===== src/sv/pidsi_pkg.sv =====
// ----------------------------------------------------------------------------
// pidsi_pkg
// Shared types and constants for the shaped-integral PID controller.
// ----------------------------------------------------------------------------
package pidsi_pkg;

   localparam int DATA_W     = 32;
   localparam int FRAC_W     = 16;
   localparam int INT_W      = 48;
   localparam int RATIO_W    = 16;
   localparam int GAIN_W     = 31;
   localparam int CSR_W      = 63;
   localparam int CSR_IDX_W  = 3;
   localparam int DIV_STEPS  = RATIO_W;
   localparam int NUM_TERMS  = 4;

   // register indexes
   localparam logic [CSR_IDX_W-1:0] CSR_KP        = 3'd0;
   localparam logic [CSR_IDX_W-1:0] CSR_KI_DT     = 3'd1;
   localparam logic [CSR_IDX_W-1:0] CSR_KD_RATE   = 3'd2;
   localparam logic [CSR_IDX_W-1:0] CSR_KF        = 3'd3;
   localparam logic [CSR_IDX_W-1:0] CSR_LIMITS    = 3'd4;
   localparam logic [CSR_IDX_W-1:0] CSR_ILIMIT    = 3'd5;
   localparam logic [CSR_IDX_W-1:0] CSR_RAMP      = 3'd6;
   localparam logic [CSR_IDX_W-1:0] CSR_SEPARATE  = 3'd7;

   // request codes
   localparam logic REQ_STEP = 1'b0;
   localparam logic REQ_LOAD = 1'b1;

   // term selects
   localparam logic [1:0] TERM_P = 2'd0;
   localparam logic [1:0] TERM_I = 2'd1;
   localparam logic [1:0] TERM_D = 2'd2;
   localparam logic [1:0] TERM_F = 2'd3;

   typedef struct packed {
      logic                     req_type;
      logic signed [DATA_W-1:0] target;
      logic signed [DATA_W-1:0] measured;
      logic signed [INT_W-1:0]  integral_value;
   } req_payload_type;

   typedef struct packed {
      logic signed [DATA_W-1:0] drive;
      logic signed [DATA_W-1:0] effective_target;
   } rsp_payload_type;

   typedef enum logic [3:0] {
      S_IDLE, S_ERR, S_DZ, S_RATIO, S_DIV, S_PROD, S_INC,
      S_MAG, S_MLO, S_MHI, S_TERM, S_ACC, S_FIN, S_LOAD, S_OUT
   } state_type;

   typedef struct packed {
      logic       capture;
      logic       do_err;
      logic       do_dz;
      logic       do_ratio;
      logic       div_step;
      logic       do_prod;
      logic       do_inc;
      logic       do_mag;
      logic       do_mlo;
      logic       do_mhi;
      logic       do_term;
      logic       do_acc;
      logic       do_fin;
      logic       do_load;
      logic [1:0] term_sel;
   } cmd_type;

   typedef struct packed {
      logic is_load;
      logic need_div;
   } status_type;

endpackage


===== src/sv/pidsi_ctrl.sv =====
// ----------------------------------------------------------------------------
// pidsi_ctrl
// Sequencer: steps the datapath through one item, one operation a cycle.
// ----------------------------------------------------------------------------
module pidsi_ctrl (
   input  logic                  clock,
   input  logic                  reset,
   input  logic                  req_valid,
   output logic                  req_ready,
   output logic                  rsp_valid,
   input  logic                  rsp_ready,
   input  pidsi_pkg::status_type sts,
   output pidsi_pkg::cmd_type    cmd
);

   pidsi_pkg::state_type state_ff, state_in;
   logic [3:0]           cnt_ff, cnt_in;
   logic [1:0]           term_ff, term_in;

   always_ff @(posedge clock) begin
      if (reset) begin
         state_ff <= pidsi_pkg::S_IDLE;
         cnt_ff   <= '0;
         term_ff  <= '0;
      end else begin
         state_ff <= state_in;
         cnt_ff   <= cnt_in;
         term_ff  <= term_in;
      end
   end

   // next state
   always_comb begin
      state_in = state_ff;
      cnt_in   = cnt_ff;
      term_in  = term_ff;
      unique case (state_ff)
         pidsi_pkg::S_IDLE:  if (req_valid) state_in = pidsi_pkg::S_ERR;
         pidsi_pkg::S_ERR:   state_in = sts.is_load ? pidsi_pkg::S_LOAD : pidsi_pkg::S_DZ;
         pidsi_pkg::S_DZ:    state_in = pidsi_pkg::S_RATIO;
         pidsi_pkg::S_RATIO: begin
            cnt_in   = '0;
            state_in = sts.need_div ? pidsi_pkg::S_DIV : pidsi_pkg::S_PROD;
         end
         pidsi_pkg::S_DIV: begin
            cnt_in = cnt_ff + 4'd1;
            if (cnt_ff == 4'(pidsi_pkg::DIV_STEPS - 1)) state_in = pidsi_pkg::S_PROD;
         end
         pidsi_pkg::S_PROD:  state_in = pidsi_pkg::S_INC;
         pidsi_pkg::S_INC: begin
            term_in  = pidsi_pkg::TERM_P;
            state_in = pidsi_pkg::S_MAG;
         end
         pidsi_pkg::S_MAG:   state_in = pidsi_pkg::S_MLO;
         pidsi_pkg::S_MLO:   state_in = pidsi_pkg::S_MHI;
         pidsi_pkg::S_MHI:   state_in = pidsi_pkg::S_TERM;
         pidsi_pkg::S_TERM:  state_in = pidsi_pkg::S_ACC;
         pidsi_pkg::S_ACC: begin
            term_in = term_ff + 2'd1;
            state_in = (term_ff == pidsi_pkg::TERM_F) ? pidsi_pkg::S_FIN
                                                       : pidsi_pkg::S_MAG;
         end
         pidsi_pkg::S_FIN:   state_in = pidsi_pkg::S_OUT;
         pidsi_pkg::S_LOAD:  state_in = pidsi_pkg::S_OUT;
         pidsi_pkg::S_OUT:   if (rsp_ready) state_in = pidsi_pkg::S_IDLE;
         default:            state_in = pidsi_pkg::S_IDLE;
      endcase
   end

   // outputs
   always_comb begin
      cmd          = '0;
      cmd.term_sel = term_ff;
      req_ready    = 1'b0;
      rsp_valid    = 1'b0;
      unique case (state_ff)
         pidsi_pkg::S_IDLE: begin
            req_ready   = 1'b1;
            cmd.capture = req_valid;
         end
         pidsi_pkg::S_ERR:   cmd.do_err   = 1'b1;
         pidsi_pkg::S_DZ:    cmd.do_dz    = 1'b1;
         pidsi_pkg::S_RATIO: cmd.do_ratio = 1'b1;
         pidsi_pkg::S_DIV:   cmd.div_step = 1'b1;
         pidsi_pkg::S_PROD:  cmd.do_prod  = 1'b1;
         pidsi_pkg::S_INC:   cmd.do_inc   = 1'b1;
         pidsi_pkg::S_MAG:   cmd.do_mag   = 1'b1;
         pidsi_pkg::S_MLO:   cmd.do_mlo   = 1'b1;
         pidsi_pkg::S_MHI:   cmd.do_mhi   = 1'b1;
         pidsi_pkg::S_TERM:  cmd.do_term  = 1'b1;
         pidsi_pkg::S_ACC:   cmd.do_acc   = 1'b1;
         pidsi_pkg::S_FIN:   cmd.do_fin   = 1'b1;
         pidsi_pkg::S_LOAD:  cmd.do_load  = 1'b1;
         pidsi_pkg::S_OUT:   rsp_valid    = 1'b1;
         default:            cmd          = '0;
      endcase
   end

endmodule


===== config.mk =====
export PLATFORM = sky130hd
export DESIGN_NAME = pidsi_ctrl
export DESIGN_NICKNAME = d
export VERILOG_FILES = /design/src/sv/pidsi_pkg.sv /design/src/sv/pidsi_ctrl.sv
export SDC_FILE = /design/constraint.sdc
export NUM_CORES = 1
export LEC_CHECK = 0
export BUFFER_PORTS_ARGS = -buffer_cell sky130_fd_sc_hd__buf_4
export CAP_MARGIN = 20
export CORE_UTILIZATION = 36
export CTS_BUF_LIST = sky130_fd_sc_hd__clkbuf_4 sky130_fd_sc_hd__clkbuf_8
export DETAILED_ROUTE_END_ITERATION = 16
export GPL_ROUTABILITY_DRIVEN = 0
export PLACE_DENSITY = 0.64
export SYNTH_ARGS = -nofsm -noshare
export SYNTH_HDL_FRONTEND = slang
export SYNTH_SLANG_ARGS = --single-unit
export TNS_END_PERCENT = 20

===== constraint.sdc =====
create_clock -name clock -period 1.8 [get_ports clock]
set_input_delay 0.36 -clock clock [delete_from_list [all_inputs] [get_ports clock]]
set_output_delay 0.36 -clock clock [all_outputs]
set_load 0.02 [all_outputs]

==> summary.txt, run 1 <==
GRT
  – First-pass GRT wire length: 3346 µm
  – Tot GR Track Use: 0.2112
  – Met3 Track Usage GR: 0.03396
  – Gr ovfl total: 0
  – Met1 Track Usage GR: 0.2908
  – Initial antenna violation count: 0
  – Most Crowded Layer GR: met2
  – Largest net degree at the start of global routing: 14
  – M2 GR Usage: 0.3243
  – Vias in the first global route: 731

Synthesis
  – Ys Warns: 0
  – Unique masters post-synth: 35
  – Most frequent cell after synthesis: nor2_1
  – Synth Cell Area: ~760 µm²
  – Avg Cell Area, Syn: approximately 7.6 µm²
  – Synth top cells by count: nor2_1 (15), dfxtp_1 (10), nor3_1 (8)
  – Post-synthesis async set-or-reset flop share: 0
  – Top cell type by total area after synthesis: dfxtp_1
  – Top_reg_cell synth: dfxtp_1
  – Synth top area share: 0.2640
  – Sequential area share after synthesis: 0.2640
  – Post-synth EDFFs: 0
  – Synth top area cells: dfxtp_1 (26%), nor2_1 (7.4%), nor3_1 (5.3%), a31oi_1 (4.1%), a21oi_1 (4.0%)
  – Synth Instances: 100
  – Synthesized flop and latch total: 10
  – Syn_nets: 108

Critical path
  – Worst Path Arrival: ~1.4 ns
  – Worst Setup End Kind: primary output
  – Crit Path Max Fanout: 9
  – Critical path required time: between 1 and 1.5 ns
  – Crit start category: flop
  – Critical setup path kind: reg -> out

Clock tree
  – CTS root buf: clkbuf_4
  – Clock Sinks: 10
  – CTS max path bufs: 2
  – CTS tree: yes
  – Num CTS Buffers: 3
  – Worst-path clk slew: around 0.08 ns
  – Clock latency at the later pin of the worst-skew pair: between 0.2 and 0.3 ns
  – CTS H-tree lvls: 1

Floorplan
  – IO Pins: 24
  – Starting Density: 0.3865
  – FP Rows: 16
  – Core area: 1962 µm²
  – Die Y: 47.90 µm
  – Full die area: 2294 µm²
  – Die Wd: 47.90 µm

Power and ir drop
  – Worst IR Drop VDD: between 600 and 700 µV
  – Final Power: 1.591 mW
  – Power per cell area: 1556 nW/µm²
  – Leak: 0.4316 nW

Layout
  – # diodes: 0
  – Fin cells: 153
  – Final net count: 135
  – Final instance area: slightly above 1000 µm²
  – Synth-to-layout area growth: 34.82%
  – Final core utilization: 0.5210
  – Layout cells sized above 1: 0.3571

Run
  – Max-Cap Viols: 0

STA
  – Post-route setup slack: 0.01867 ns
  – Tcrit/Tclk final: 0.9896
  – Maximum clock rate: 561.4 MHz
  – Final Hold Fails: 0
  – Final setup vio count: 0
  – Final min period: 1.781 ns
  – Worst hold slack: between 0.3 and 0.4 ns
  – Clock skew: 0.01342 ns
  – Slew headroom: 0.7471
  – Final Max Slew Viols: 0
  – Worst-Margin Slew: 0.3699 ns
  – Setup TNS: 0 ns
  – RSZ-0062 raised after global routing: true

Detailed routing
  – Initial DRC Count: 20
  – Vias per inst: roughly 5.5
  – DR vias: about 850
  – Pre-antenna DRT Iters: 4
  – Post-DR wirelength/cell: 13.78 µm
  – # DRC: 0
  – Antenna Nets Post-Route: 0
  – Total wire length: 2108 µm

Outcome
  – Status: finished clean

Hold path
  – Hold Crit Class: in -> reg

Placement
  – Post-DP HPWL: 1540 µm
  – Placed Area: 969.7 µm²
  – Count of input and output buffers: 23
  – DP Cell Count: 148
  – Place WS: 0.2843 ns
-- path summary, 6_finish.rpt --
kind,startpoint,endpoint,slack (ns),cells after the start
worst max register to register,state_ff[1],cnt_ff[3],0.30,5
worst min-delay path,reset,state_ff[3],0.35,2
worst max-delay path,state_ff[1],cmd[11],0.02,3
worst min register to register,cnt_ff[2],cnt_ff[2],0.51,1
-- cell families (layout without fill, tap and decap cells) --
family,count (synthesis),count (layout),synth area share
flops,10,10,0.2640
fa+ha+maj,2,2,0.03300
buf+inv,13,39,0.09405
simple gates,42,42,0.2954
mux,2,2,0.02640
compound gates,31,31,0.2871
-- where the power goes --
part | internal (mW) | switching (mW) | total [mW]
clock network | 0.123 | 0.0865 | 0.209
logic | 0.439 | 0.552 | 0.992
registers | 0.278 | 0.112 | 0.390
total | 0.840 | 0.751 | 1.59
-- cell type report --
cell class	instances	area [µm²]
sequential	10	203.9
clock buffer	4	36.28
inverter	3	11.26
fill	197	939.7
tap	27	33.78
multi-input combinational	77	496.7
timing repair buffer	32	240.2
-- worst max-delay path: stages, from the launching register on --
cell	delay, ns
dfxtp_2	0.38
buf_4	0.17
nor4b_4	0.39
buf_4	0.21
-- layer usage --
metal,up-vias,share of wire
met5,-,0
met4,0,0.0043
met3,2,0.050
met2,26,0.46
met1,399,0.49
li1,419,-
-- placed cells by master, fill, tap and decap left out, types with 3 or more instances in the layout --
cell and instances:
nor2_1 15, dfxtp_1 7, nand2_1 4, dfxtp_2 3
buf_4 32, clkbuf_4 3, a21oi_1 6, a31oi_1 5
nand2b_1 4, o21ai_0 5, nor3_1 7, inv_1 3
-- registers in the layout (all words and copies together), names as in the netlist --
register,cells
cnt_ff,4
state_ff,4
term_ff,2
-- timing repair --
item | CTS | global route
hold endpoints to repair | 0 | 0
hold buffers | 0 | 0
pin swaps | 0 | 1
endpoints found under the setup margin | 6 | 11
resized for setup | 2 | 3
buffers inserted | 0 | 1
(Power assumes the default switching activity.)
==> inputs of run 2 (changes only) <==
--- a/config.mk
+++ b/config.mk
@@ -11,7 +11,7 @@
 export CTS_BUF_LIST = sky130_fd_sc_hd__clkbuf_4 sky130_fd_sc_hd__clkbuf_8
 export DETAILED_ROUTE_END_ITERATION = 16
 export GPL_ROUTABILITY_DRIVEN = 0
-export PLACE_DENSITY = 0.64
+export PLACE_DENSITY_LB_ADDON = 0.15
 export SYNTH_ARGS = -nofsm -noshare
 export SYNTH_HDL_FRONTEND = slang
 export SYNTH_SLANG_ARGS = --single-unit
==> summary.txt, run 2 (synthesized netlist as in run 1, its figures left out) <==
Critical path
  – Crit-path cells: or2_4 -> buf_4 -> nor2_1 -> buf_4
  – Crit path max-delay cell type: dfxtp_4
  – Critical setup path kind: reg -> out
  – Crit start category: flop
  – Most frequent CP cell: buf_4
  – Worst Path Arrival: 1.36 ns
  – Crit Path Max Fanout: 16
  – Worst Setup End Kind: primary output
  – Slowest stage delay, CP: approximately 0.40 ns
  – Critical path required time: about 1.4 ns

STA
  – Slew headroom: 0.7817
  – Worst hold slack: 0.3474 ns
  – Setup TNS: 0 ns
  – Final Max Slew Viols: 0
  – Final setup vio count: 0
  – Final Hold Fails: 0
  – Tcrit/Tclk final: 0.9536
  – RSZ-0062 raised after global routing: false
  – Worst-Margin Slew: approximately 0.32 ns
  – Maximum clock rate: 582.6 MHz
  – Final min period: approximately 1.7 ns
  – Clock skew: 0.003104 ns

Floorplan
  – Core area: 1962 µm²
  – Full die area: 2294 µm²
  – FP Rows: 16
  – Starting Density: 0.3865
  – Die Wd: 47.90 µm
  – Die Y: ~48 µm
  – IO Pins: 24

Power and ir drop
  – Combinational share of power: 0.582
  – Leak: 0.4173 nW
  – Clk pwr share: 0.136
  – Int Pwr: 0.8264 mW
  – Power per cell area: 1545 nW/µm²
  – Psw: 0.7377 mW
  – Sequential fraction of design power: 0.282
  – Sw frac: 0.4716
  – Worst IR Drop VDD: between 600 and 700 µV

Outcome
  – Status: finished clean

GRT
  – First-pass GRT wire length: 3180 µm
  – Tot GR Track Use: 0.1991
  – Largest net degree at the start of global routing: 17
  – Initial antenna violation count: 0
  – Gr ovfl total: 0
  – Vias in the first global route: between 700 and 800

Clock tree
  – CTS H-tree lvls: 1
  – CTS root buf: clkbuf_4
  – Clock Sinks: 10
  – Worst-path clk slew: ~0.070 ns
  – CTS tree: yes
  – Num CTS Buffers: 3
  – Cts-stage hold buffer count: 0
  – Clock latency at the later pin of the worst-skew pair: 0.27 ns
  – CTS max path bufs: 2

Detailed routing
  – Initial DRC Count: 13
  – Vias per inst: 5.380
  – DR vias: 807
  – # DRC: 0
  – Pre-antenna DRT Iters: 4
  – Total wire length: slightly above 2000 µm
  – Post-DR wirelength/cell: around 14 µm
  – Antenna Nets Post-Route: 0

Layout
  – Top flop regs: cnt_ff: 4 flops, state_ff: 4 flops, term_ff: 2 flops
  – Fin cells: 150
  – Final net count: approximately 130
  – Synth-to-layout area growth: 33.50%
  – # diodes: 0
  – Final core utilization: 0.5159
  – Layout cells sized above 1: 0.3496
  – Commonest cells after routing, fill and taps aside: buf_4 (29), nor2_1 (15), nor3_1 (7)
  – Final instance area: around 1000 µm²
  – Commonest non-fill, non-tap cell in the layout: buf_4

Run
  – Max-Cap Viols: 0

Placement
  – Placed Area: ~950 µm²
  – Count of input and output buffers: 23
  – Post-DP HPWL: 1476 µm
  – DP Cell Count: 145

Hold path
  – Hold Crit Class: in -> reg
[run 2: final cells by class]
cell class / instances / area, µm²
Fill cell: 202 / 949.7
Multi-Input combinational cell: 77 / 503.0
Timing Repair Buffer: 29 / 217.7
Sequential cell: 10 / 210.2
Clock buffer: 4 / 36.28
Tap cell: 27 / 33.78
Inverter: 3 / 11.26
[run 2: final timing paths]
kind	start	to	slack, ns	depth (start not counted)
worst max-delay path	state_ff[1]	cmd[10]	0.08	4
worst min-delay path	reset	state_ff[3]	0.35	2
worst max register to register	state_ff[3]	cnt_ff[3]	0.27	6
worst min register to register	cnt_ff[2]	cnt_ff[2]	0.51	1
[run 2: what timing repair did]
item | 4_1_cts | 5_1_grt
endpoints found under the setup margin | 14 | 10
buffers inserted | 1 | 0
pin swaps | 1 | 1
gates resized for setup | 5 | 4
[run 2: per-layer routing]
| metal | routed length, µm | share of wire | vias to the layer above | GRT usage |
|---|---|---|---|---|
| li1 | - | - | 411 | - |
| met1 | 951 | 0.47 | 379 | 0.2601 |
| met2 | 990 | 0.49 | 17 | 0.3297 |
| met3 | 89 | 0.044 | 0 | 0.03396 |
| met4 | 0 | 0 | 0 | 0.06667 |
| met5 | 0 | 0 | - | 0 |
[run 2: power by group through the flow]
| stage | combinational, mW | clock, mW | sequential, mW |
|---|---|---|---|
| floorplan | 0.738 | 0 | 0.299 |
| global placement | 0.864 | 0 | 0.412 |
| detailed placement | 0.870 | 0 | 0.416 |
| CTS | 0.900 | 0.213 | 0.423 |
| global route | 1.01 | 0.228 | 0.462 |
| finish | 0.910 | 0.213 | 0.441 |
[run 2: critical path, delay by kind of cell (launching register included)]
kind,cells,cell delay [ns]
and+or+nand+nor,2,0.38
buffers and inverters,2,0.30
DFF,1,0.40
[run 2: metrics by stage]
step           worst slack [ns]  power, mW
3_3_place_gp             0.1832      1.277
4_1_cts                0.008430      1.536
6_report                0.08356      1.564
3_5_place_dp             0.1177      1.286
2_1_floorplan           0.06841      1.037
5_1_grt                0.001267      1.697
